[config.mk]
export PLATFORM = sky130hd
export DESIGN_NAME = circular_deque_unit
export DESIGN_NICKNAME = d
export VERILOG_FILES = /design/src/rtl/cdq_pkg.sv /design/src/rtl/cdq_cell.sv /design/src/rtl/circular_deque_unit.sv
export SDC_FILE = /design/constraint.sdc
export NUM_CORES = 1
export LEC_CHECK = 0
export BUFFER_PORTS_ARGS = -buffer_cell sky130_fd_sc_hd__buf_4
export CORE_AREA = 2 2 241 148
export CTS_CLUSTER_DIAMETER = 30
export DETAILED_ROUTE_END_ITERATION = 12
export DIE_AREA = 0 0 243 150
export SLEW_MARGIN = 20
export SYNTH_ARGS = -nofsm -noshare
export SYNTH_HDL_FRONTEND = slang
export SYNTH_SLANG_ARGS = --single-unit
[constraint.sdc]
create_clock -name clk -period 4.8 [get_ports clk]
set_input_delay 0.72 -clock clk [delete_from_list [all_inputs] [get_ports clk]]
set_output_delay 0.72 -clock clk [all_outputs]
set_load 0.01 [all_outputs]
[src/rtl/cdq_pkg.sv]
// Package for the circular deque unit: transfer payload types, request and
// status codes, and the control word handed to every storage cell.
// No dependencies.
package cdq_pkg;

  localparam logic [1:0] ACT_PUSH_BACK  = 2'd0;
  localparam logic [1:0] ACT_PUSH_FRONT = 2'd1;
  localparam logic [1:0] ACT_POP_FRONT  = 2'd2;
  localparam logic [1:0] ACT_POP_BACK   = 2'd3;

  localparam logic [1:0] ST_DONE  = 2'd0;
  localparam logic [1:0] ST_FULL  = 2'd1;
  localparam logic [1:0] ST_EMPTY = 2'd2;
  localparam logic [1:0] ST_MODE  = 2'd3;

  localparam logic MODE_IN_RESTRICTED  = 1'b0;
  localparam logic MODE_OUT_RESTRICTED = 1'b1;

  typedef struct packed {
    logic [1:0]         action;
    logic signed [31:0] push_value;
  } cdq_in_t;

  typedef struct packed {
    logic [1:0]         status;
    logic signed [31:0] popped_value;
    logic [3:0]         fill_count;
  } cdq_out_t;

  typedef struct packed {
    logic push_front;
    logic pop_front;
    logic push_back;
    logic pop_back;
  } cdq_op_t;

endpackage

[src/rtl/cdq_cell.sv]
// One storage cell of the deque row: holds one entry and its occupied flag.
// Entries stay packed from cell 0 (front); front ops shift the whole row.
// Depends on cdq_pkg.
module cdq_cell
  import cdq_pkg::*;
#(
  parameter int DATA_BITS = 32
) (
  input  logic                 clk,
  input  logic                 rst_n,
  input  cdq_op_t              op,
  input  logic [DATA_BITS-1:0] push_data,
  input  logic                 left_valid,
  input  logic [DATA_BITS-1:0] left_data,
  input  logic                 right_valid,
  input  logic [DATA_BITS-1:0] right_data,
  output logic                 valid,
  output logic [DATA_BITS-1:0] data,
  output logic                 tail
);

  logic                 valid_r;
  logic                 valid_nxt;
  logic [DATA_BITS-1:0] data_r;
  logic [DATA_BITS-1:0] data_nxt;

  always_comb begin
    valid_nxt = valid_r;
    data_nxt  = data_r;
    if (op.push_front) begin
      valid_nxt = left_valid;
      data_nxt  = left_data;
    end else if (op.pop_front) begin
      valid_nxt = right_valid;
      data_nxt  = right_data;
    end else if (op.push_back) begin
      if (!valid_r && left_valid) begin
        valid_nxt = 1'b1;
        data_nxt  = push_data;
      end
    end else if (op.pop_back) begin
      if (valid_r && !right_valid) begin
        valid_nxt = 1'b0;
      end
    end
  end

  always_ff @(posedge clk) begin
    if (!rst_n) begin
      valid_r <= 1'b0;
    end else begin
      valid_r <= valid_nxt;
    end
    data_r <= data_nxt;
  end

  assign valid = valid_r;
  assign data  = data_r;
  assign tail  = valid_r && !right_valid;

endmodule

[src/rtl/circular_deque_unit.sv]
// Top level of the circular deque unit: request decode, a row of cdq_cell
// storage cells, the mode register and the result register.
// Depends on cdq_pkg and cdq_cell.
//
//  channel | direction | handshake          | payload
//  --------+-----------+--------------------+---------------------------------
//  in_     | input     | in_valid/in_stall  | cdq_in_t: action, push_value
//  out_    | output    | out_valid/out_stall| cdq_out_t: status, popped, count
//  cfg_    | input     | cfg_valid/cfg_ready| cfg_data: restrict_mode
//
// One request per cycle while in_stall is low; its result appears in the result
// register in the cycle after the transfer. Each request is decoded and applied to
// every cell of the row in its transfer cycle; front ops shift the row by one cell.
// Reset (rst_n low, synchronous) empties the row and clears the mode.
// in_stall is high only while a result waits under out_stall.
// cfg_ready is always high.
module circular_deque_unit
  import cdq_pkg::*;
#(
  parameter int DEPTH     = 8,
  parameter int DATA_BITS = 32
) (
  input  logic     clk,
  input  logic     rst_n,
  input  logic     in_valid,
  output logic     in_stall,
  input  cdq_in_t  in_data,
  output logic     out_valid,
  input  logic     out_stall,
  output cdq_out_t out_data,
  input  logic     cfg_valid,
  output logic     cfg_ready,
  input  logic     cfg_data
);

  localparam int CNT_BITS = $clog2(DEPTH + 1);

  logic                  mode_r;
  logic [CNT_BITS-1:0]   count_r;
  logic [CNT_BITS-1:0]   count_nxt;
  logic                  out_valid_r;
  cdq_out_t              out_data_r;
  cdq_out_t              result;

  logic                  in_xfer;
  logic                  mode_block;
  logic                  full;
  logic                  empty;
  logic [1:0]            status;
  cdq_op_t               op;
  logic signed [63:0]    push_ext;
  logic [DATA_BITS-1:0]  push_data;
  logic [DATA_BITS-1:0]  tail_data;
  logic signed [DATA_BITS-1:0] pop_data;
  logic signed [63:0]    pop_ext;

  logic                  cell_valid [DEPTH];
  logic [DATA_BITS-1:0]  cell_data  [DEPTH];
  logic                  cell_tail  [DEPTH];

  assign in_stall  = out_valid_r && out_stall;
  assign in_xfer   = in_valid && !in_stall;
  assign cfg_ready = 1'b1;
  assign out_valid = out_valid_r;
  assign out_data  = out_data_r;

  assign push_ext  = 64'(in_data.push_value);
  assign push_data = push_ext[DATA_BITS-1:0];
  assign full      = cell_valid[DEPTH-1];
  assign empty     = !cell_valid[0];

  always_comb begin
    mode_block = ((in_data.action == ACT_PUSH_FRONT) && (mode_r == MODE_IN_RESTRICTED)) ||
                 ((in_data.action == ACT_POP_BACK) && (mode_r == MODE_OUT_RESTRICTED));
    if (mode_block) begin
      status = ST_MODE;
    end else if ((in_data.action == ACT_PUSH_BACK) || (in_data.action == ACT_PUSH_FRONT)) begin
      status = full ? ST_FULL : ST_DONE;
    end else begin
      status = empty ? ST_EMPTY : ST_DONE;
    end
  end

  always_comb begin
    op        = '0;
    count_nxt = count_r;
    pop_data  = '0;
    if (in_xfer && (status == ST_DONE)) begin
      unique case (in_data.action)
        ACT_PUSH_BACK: begin
          op.push_back = 1'b1;
          count_nxt    = count_r + 1'b1;
        end
        ACT_PUSH_FRONT: begin
          op.push_front = 1'b1;
          count_nxt     = count_r + 1'b1;
        end
        ACT_POP_FRONT: begin
          op.pop_front = 1'b1;
          count_nxt    = count_r - 1'b1;
          pop_data     = cell_data[0];
        end
        ACT_POP_BACK: begin
          op.pop_back = 1'b1;
          count_nxt   = count_r - 1'b1;
          pop_data    = tail_data;
        end
        default: begin
          op = '0;
        end
      endcase
    end
  end

  always_comb begin
    tail_data = '0;
    for (int i = 0; i < DEPTH; i++) begin
      tail_data = tail_data | (cell_tail[i] ? cell_data[i] : '0);
    end
  end

  assign pop_ext = 64'(pop_data);

  always_comb begin
    result.status       = status;
    result.popped_value = pop_ext[31:0];
    result.fill_count   = 4'(count_nxt);
  end

  for (genvar g = 0; g < DEPTH; g++) begin : g_cell
    logic                 lv;
    logic [DATA_BITS-1:0] ld;
    logic                 rv;
    logic [DATA_BITS-1:0] rd;

    if (g == 0) begin : g_first
      assign lv = 1'b1;
      assign ld = push_data;
    end else begin : g_mid_l
      assign lv = cell_valid[g-1];
      assign ld = cell_data[g-1];
    end

    if (g == DEPTH - 1) begin : g_last
      assign rv = 1'b0;
      assign rd = '0;
    end else begin : g_mid_r
      assign rv = cell_valid[g+1];
      assign rd = cell_data[g+1];
    end

    cdq_cell #(
      .DATA_BITS (DATA_BITS)
    ) u_cell (
      .clk         (clk),
      .rst_n       (rst_n),
      .op          (op),
      .push_data   (push_data),
      .left_valid  (lv),
      .left_data   (ld),
      .right_valid (rv),
      .right_data  (rd),
      .valid       (cell_valid[g]),
      .data        (cell_data[g]),
      .tail        (cell_tail[g])
    );
  end

  always_ff @(posedge clk) begin
    if (!rst_n) begin
      mode_r      <= MODE_IN_RESTRICTED;
      count_r     <= '0;
      out_valid_r <= 1'b0;
    end else begin
      if (cfg_valid && cfg_ready) begin
        mode_r <= cfg_data;
      end
      count_r <= count_nxt;
      if (!out_valid_r || !out_stall) begin
        out_valid_r <= in_xfer;
      end
    end
    if (in_xfer) begin
      out_data_r <= result;
    end
  end

`ifndef SYNTHESIS
  a_empty_match: assert property (@(posedge clk) disable iff (!rst_n)
    (count_r == '0) == !cell_valid[0])
    else $error("count and front cell occupancy disagree");

  a_full_match: assert property (@(posedge clk) disable iff (!rst_n)
    (count_r == CNT_BITS'(DEPTH)) == cell_valid[DEPTH-1])
    else $error("count and last cell occupancy disagree");

  a_refused_hold: assert property (@(posedge clk) disable iff (!rst_n)
    (in_xfer && (status != ST_DONE)) |=> $stable(count_r))
    else $error("refused request changed the count");

  a_result_loaded: assert property (@(posedge clk) disable iff (!rst_n)
    in_xfer |=> (out_valid_r && (out_data_r.fill_count == 4'(count_r))))
    else $error("result register missed a transfer");
`endif

endmodule
==> flow_summary.yaml, run 1 <==
yosys:
  ys_ff_latch: 308
  syn_area_sq_mm: 0.0152
  synth_edf_count: 294
  seq_area_frac_synth_pct: 59.8
  synth_cells: 1176
  async_flop_share_pct: 0
  syn_nets: 1219
  ys_types: 50
  syn_area_per_cell_sq_um: 13.0
  synthFlopType: "edfxtp_1"
  yosysWarningCount: 0
timing:
  drv_slew: 0
  grt_setup_unrepaired: "false"
  skew_ns: 0.0350
  fin_crit_sh_pct: 69.3
  slew_headroom_pct: 22.8
  tns_ns: 0
  max_freq_ghz: 0.301
  setup_viol: 0
  hold_viol: 0
  fin_crit_ns: 3.32
  worstMarginPinSlew_ns: 1.16
global_routing:
  grt_pass1_vias: 10918
  busiest_layer: "met1"
  grt_use_met1_pct: 39.5
  grt_max_degree: 105
  grt.overflow.total: 0
  grt_pass1_wl_microns: 70200
  antenna_found_initial: 1
  grtUsageMet2_pct: 35.6
  use_met3_pct: 4.61
  track_usage_pct: 25.4
floorplan:
  initial_core_util_pct: 44.4
  rows: 53
  dieArea_sq_mm: 0.0365
  boundaryPins: 81
  coreArea_sq_mm: 0.0344
  die_w_microns: 243
  die_y_microns: 150
critical_path:
  cp_slowest_cell: "nor2_4"
  cp_top_family: "simple AND/OR/NAND/NOR gates"
  slowest_delay_ns: 0.82
  crit_path_start_kind: "flop"
  reg2reg_slack_ns: 1.48
  crit_chain: "a21bo_4 > inv_2 > o211a_1 > nand3_1 > nor2_4 > buf_4"
  critPathKind: "reg2reg"
  cp_max_fo: 15
  worstSetupEndpointType: "flop"
  crit_required_ns: 5.04
  critical_path_arrival_ns: 3.57
  path_buf_inv: 2
routing:
  drc: 0
  antenna_left: 0
  first_pass_iters: 5
  initialDrtViolationCount: 1477
  finalWirelength_microns: 47000
  wl_per_cell_microns: 27.6
  vias: 11484
  routed_via_density: 6.74
job:
  cap_violations: 0
clocking:
  cts_buffer_depth: 3
  cts_made_buffers: 49
  h-tree-depth: 2
  ctsResizeCount: 0
  post_cts_buffers: 0
  clockRootBuffer: "clkbuf_16"
  cts.hold.buffers_added: 0
  clk_latency_ns: 0.58
  cts_num_sinks: 308
  cts_tree: "yes"
  clkTransAtPathRegs_ns: 0.06
placed_design:
  io_buffers: 79
  gp_congestion: 0.795
  dpl_cell_area_sq_mm: 0.0161
  place_hpwl_microns: 26600
power:
  swShare_pct: 23.8
  netSwitchingPower_uw: 1670
  leakage_uw: 0.00653
  seqPwrFrac_pct: 43.5
  ir_worst_vdd_v: 0.000340
  clkPwrFrac_pct: 49.6
  powerDensity_mw_per_mm2: 396
  p_int_uw: 5360
  p_comb_share_pct: 6.9
cells_and_area:
  drive_gt1_share_pct: 18.9
  nets: 1239
  fin_area_sq_mm: 0.0177
  syn2layout_area_growth_pct: 16.3
run_status:
  status: "finished, final reports clean"
hold_path:
  hold_path.class: "in2reg"
## synthesized netlist by cell type (all sizes together), types with 5 or more instances
master / number / area, sq um
and2: 28 / 175
nor2: 13 / 48.8
nor2b: 15 / 93.8
o22ai: 6 / 37.5
a31oi: 5 / 31.3
o21ai: 11 / 55.1
dfxtp: 14 / 280
nand2: 110 / 413
edfxtp: 294 / 8830
a221o: 192 / 1920
a2111oi: 25 / 219
mux2i: 6 / 60.1
a211oi: 5 / 37.5
nand3: 31 / 155
buf: 50 / 353
a22o: 35 / 307
a21oi: 14 / 70.1
clkbuf: 94 / 353
inv: 5 / 18.8
nor3: 18 / 90.1
and3: 33 / 277
and3b: 50 / 438
a22oi: 60 / 450
a21o: 32 / 240
o221ai: 5 / 43.8
## routing by layer
| layer | share of wire (%) | routed length [microns] |
|---|---|---|
| met5 | 0 | 0 |
| met4 | 2.9 | 1380 |
| met3 | 10 | 4920 |
| met2 | 41 | 19100 |
| met1 | 46 | 21600 |
## kinds of logic (layout without fill, tap and decap cells)
logic type | Yosys count | after routing | share of synthesized area [%]
adders and majority gates | 3 | 3 | 0.296
AOI/OAI and AO/OA | 401 | 401 | 23.1
buffers and inverters | 149 | 208 | 4.75
muxes | 7 | 7 | 0.468
and+or+nand+nor | 306 | 306 | 11.5
DFF | 308 | 308 | 59.8
xor gates and xnor gates | 1 | 1 | 0.0575
other | 1 | 2 | 0.0246
## area by class of cell
cell class	count	area [sq um]
Clock buffer	59	1310
Timing Repair Buffer	113	898
Sequential cell	308	9110
Clock inverter	31	303
Multi-Input combinational cell	719	5510
Tap cell	467	584
Inverter	5	18.8
Antenna cell	1	2.50
Fill cell	2967	16600
## path summary, 6_finish.rpt
path,from,to,cells past startpoint
min,in_valid,out_valid,2
max,out_valid,g_cell[7].u_cell.data[0],6
max reg2reg,out_valid,g_cell[7].u_cell.data[0],6
min reg2reg,count_r[3],count_r[3],2
## power by group through the flow
| stage | sequential [uW] | combinational (uW) | clock (uW) |
|---|---|---|---|
| after floorplan | 3110 | 314 | 0 |
| after global placement | 3110 | 471 | 0 |
| after detailed placement | 3110 | 477 | 0 |
| after CTS | 3060 | 479 | 3530 |
| after global routing | 3060 | 521 | 3650 |
| final | 3060 | 483 | 3490 |
## cell usage in the layout, fill, tap and decap left out, drive strengths merged, types with 15 or more instances in the layout
cell type / n
a22o: 35
buf: 113
a2111oi: 25
edfxtp: 294
nor3: 18
and2: 28
nand2: 110
and3b: 50
a21o: 32
clkbuf: 59
a22oi: 60
a221o: 192
nand3: 31
nor2b: 15
and3: 33
## registers in the layout, indices dropped and copies added (netlist names)
signal / cells
count_r: 4
out_data: 38
mode_r: 1
out_valid: 1
g_cell.u_cell.valid: 8
g_cell.u_cell.data: 256
## per-stage QoR
step / worst slack, ns / utilization, % / total power [uW] / hold WS, ns / std cells
3_3_place_gp: 1.02 / 46.9 / 3580 / 0.503 / 1612
6_report: 1.48 / 51.6 / 7030 / 0.370 / 1703
2_1_floorplan: 0.239 / - / 3420 / 0.471 / 1176
4_1_cts: 1.47 / 51.6 / 7060 / 0.361 / 1702
5_1_grt: 1.35 / 51.6 / 7230 / 0.383 / 1702
3_5_place_dp: 0.985 / 46.9 / 3590 / 0.500 / 1612
Note: power is estimated with default switching activity, not from simulation.
==> inputs of run 2 (changes only) <==
==> constraint.sdc (replaced) <==
create_clock -name clk -period 2.9 [get_ports clk]
set_input_delay 0.435 -clock clk [delete_from_list [all_inputs] [get_ports clk]]
set_output_delay 0.435 -clock clk [all_outputs]
set_load 0.01 [all_outputs]
==> run 2 against run 1 <==
Net effect:
- sequential cell count unchanged
- count of clock-buffer cells in the layout decreased by 2
- wire length down 2.4%
- largest cell class unchanged
- setup slack worse by 1.2 ns
==> flow_summary.yaml, run 2 (synthesis results as in run 1) <==
critical_path:
  critPathKind: "reg2reg"
  critical_path_arrival_ns: 2.91
  r2r_cells: 5
  worstSetupEndpointType: "flop"
  cp_max_fo: 17
  reg2reg_slack_ns: 0.27
  crit_start: "g_cell[5].u_cell.valid"
  crit_path_start_kind: "flop"
  crit_required_ns: 3.18
  reg2reg_from: "g_cell[5].u_cell.valid"
  rr_endpoint: "out_data[10]"
routing:
  wl_per_cell_microns: 26.5
  routed_via_density: 6.63
  finalWirelength_microns: 45900
  first_pass_iters: 5
  vias: 11483
  drc: 0
  antenna_left: 0
  initialDrtViolationCount: 1391
timing:
  grt_setup_unrepaired: "false"
  skew_ns: 0.0189
  max_freq_ghz: 0.380
  tns_ns: 0
  drv_slew: 0
  worstMarginPinSlew_ns: 0.869
  fin_crit_sh_pct: 90.7
  fin_crit_ns: 2.63
  hold_viol: 0
  setup_viol: 0
  slew_headroom_pct: 42.1
  setup_ws_ns: 0.271
cells_and_area:
  fin_area_sq_mm: 0.0182
  mostFrequentLayoutCells: "edfxtp_1 (294), a221o_1 (192), buf_4 (125)"
  largest_reg_flops: 256
  drive_gt1_share_pct: 20.9
  fillers: 2943
  layout_commonest_cell: "edfxtp_1"
  nets: 1265
  syn2layout_area_growth_pct: 19.3
floorplan:
  dieArea_sq_mm: 0.0365
  rows: 53
  die_y_microns: 150
  boundaryPins: 81
  coreArea_sq_mm: 0.0344
  initial_core_util_pct: 44.4
  die_w_microns: 243
global_routing:
  grt_max_degree: 161
  grt_pass1_vias: 10753
  track_usage_pct: 24.9
  grt.overflow.total: 0
  grt_pass1_wl_microns: 68600
  antenna_found_initial: 1
power:
  powerDensity_mw_per_mm2: 661
  ir_worst_vdd_v: 0.000508
  total_power_uw: 12000
  leakage_uw: 0.00675
placed_design:
  gp_congestion: 0.818
  dp_slack_ns: 0.339
  place_hpwl_microns: 27000
  dpl_cell_area_sq_mm: 0.0165
  io_buffers: 79
hold_path:
  min_to: "out_valid"
  hold_start: "in_valid"
  hold_path.class: "in2reg"
  holdPathStages: 2
clocking:
  h-tree-depth: 2
  cts.hold.buffers_added: 0
  clkTransAtPathRegs_ns: 0.06
  cts_made_buffers: 49
  cts_tree: "yes"
  clk_latency_ns: 0.56
  cts_buffer_depth: 3
  cts_num_sinks: 308
  post_cts_buffers: 0
  clockRootBuffer: "clkbuf_16"
  ctsResizeCount: 0
job:
  cap_violations: 0
run_status:
  status: "finished, final reports clean"
[run 2: routing by layer]
| layer | up-vias | track usage [%] | wire length, microns |
|---|---|---|---|
| met4 | 0 | 6.26 | 893 |
| met2 | 673 | 35.2 | 19300 |
| met1 | 5739 | 38.5 | 21000 |
| li1 | 4979 | - | - |
| met3 | 92 | 5.29 | 4700 |
| met5 | - | 0 | 0 |
[run 2: worst max-delay path by stage]
stage / endpoint / cells after the start
finish: out_data[10] / 5
global route: out_data[10] / 5
CTS: out_data[10] / 5
detailed placement: g_cell[2].u_cell.data[7] / 8
global placement: g_cell[2].u_cell.data[7] / 8
floorplan: g_cell[0].u_cell.data[0] / 5
[run 2: area by class of cell]
cell class / instances / area [sq um] / share of cell area (%)
multi-input cells: 719 / 5520 / 30.3
flip-flops and latches: 308 / 9110 / 50.1
diodes: 1 / 2.50 / 0.0138
clock inverters: 35 / 429 / 2.36
well taps: 467 / 584 / 3.21
clock buffers: 57 / 1300 / 7.14
repair buffers: 139 / 1220 / 6.70
inverters: 5 / 22.5 / 0.124
[run 2: power breakdown]
group	switching [uW]	leakage, uW	internal (uW)
logic	445	0.00311	366
registers	62.6	0.00281	4990
clock network	2210	0.000833	3950
total	2710	0.00675	9310
[run 2: worst max-delay path, cell delays in order (launching register included)]
cell and delay [ns]:
dfxtp_1 0.57, nor2b_2 0.31, buf_4 0.24, a2111oi_0 0.77, nand3_1 0.18, a22o_1 0.28
[run 2: through the flow]
step,util [%],cells,hold slack [ns]
floorplan,-,1176,0.471
global placement,47.9,1638,0.499
detailed placement,47.9,1638,0.498
CTS,52.9,1730,0.0751
global route,52.9,1730,0.0899
finish,52.9,1731,0.0927
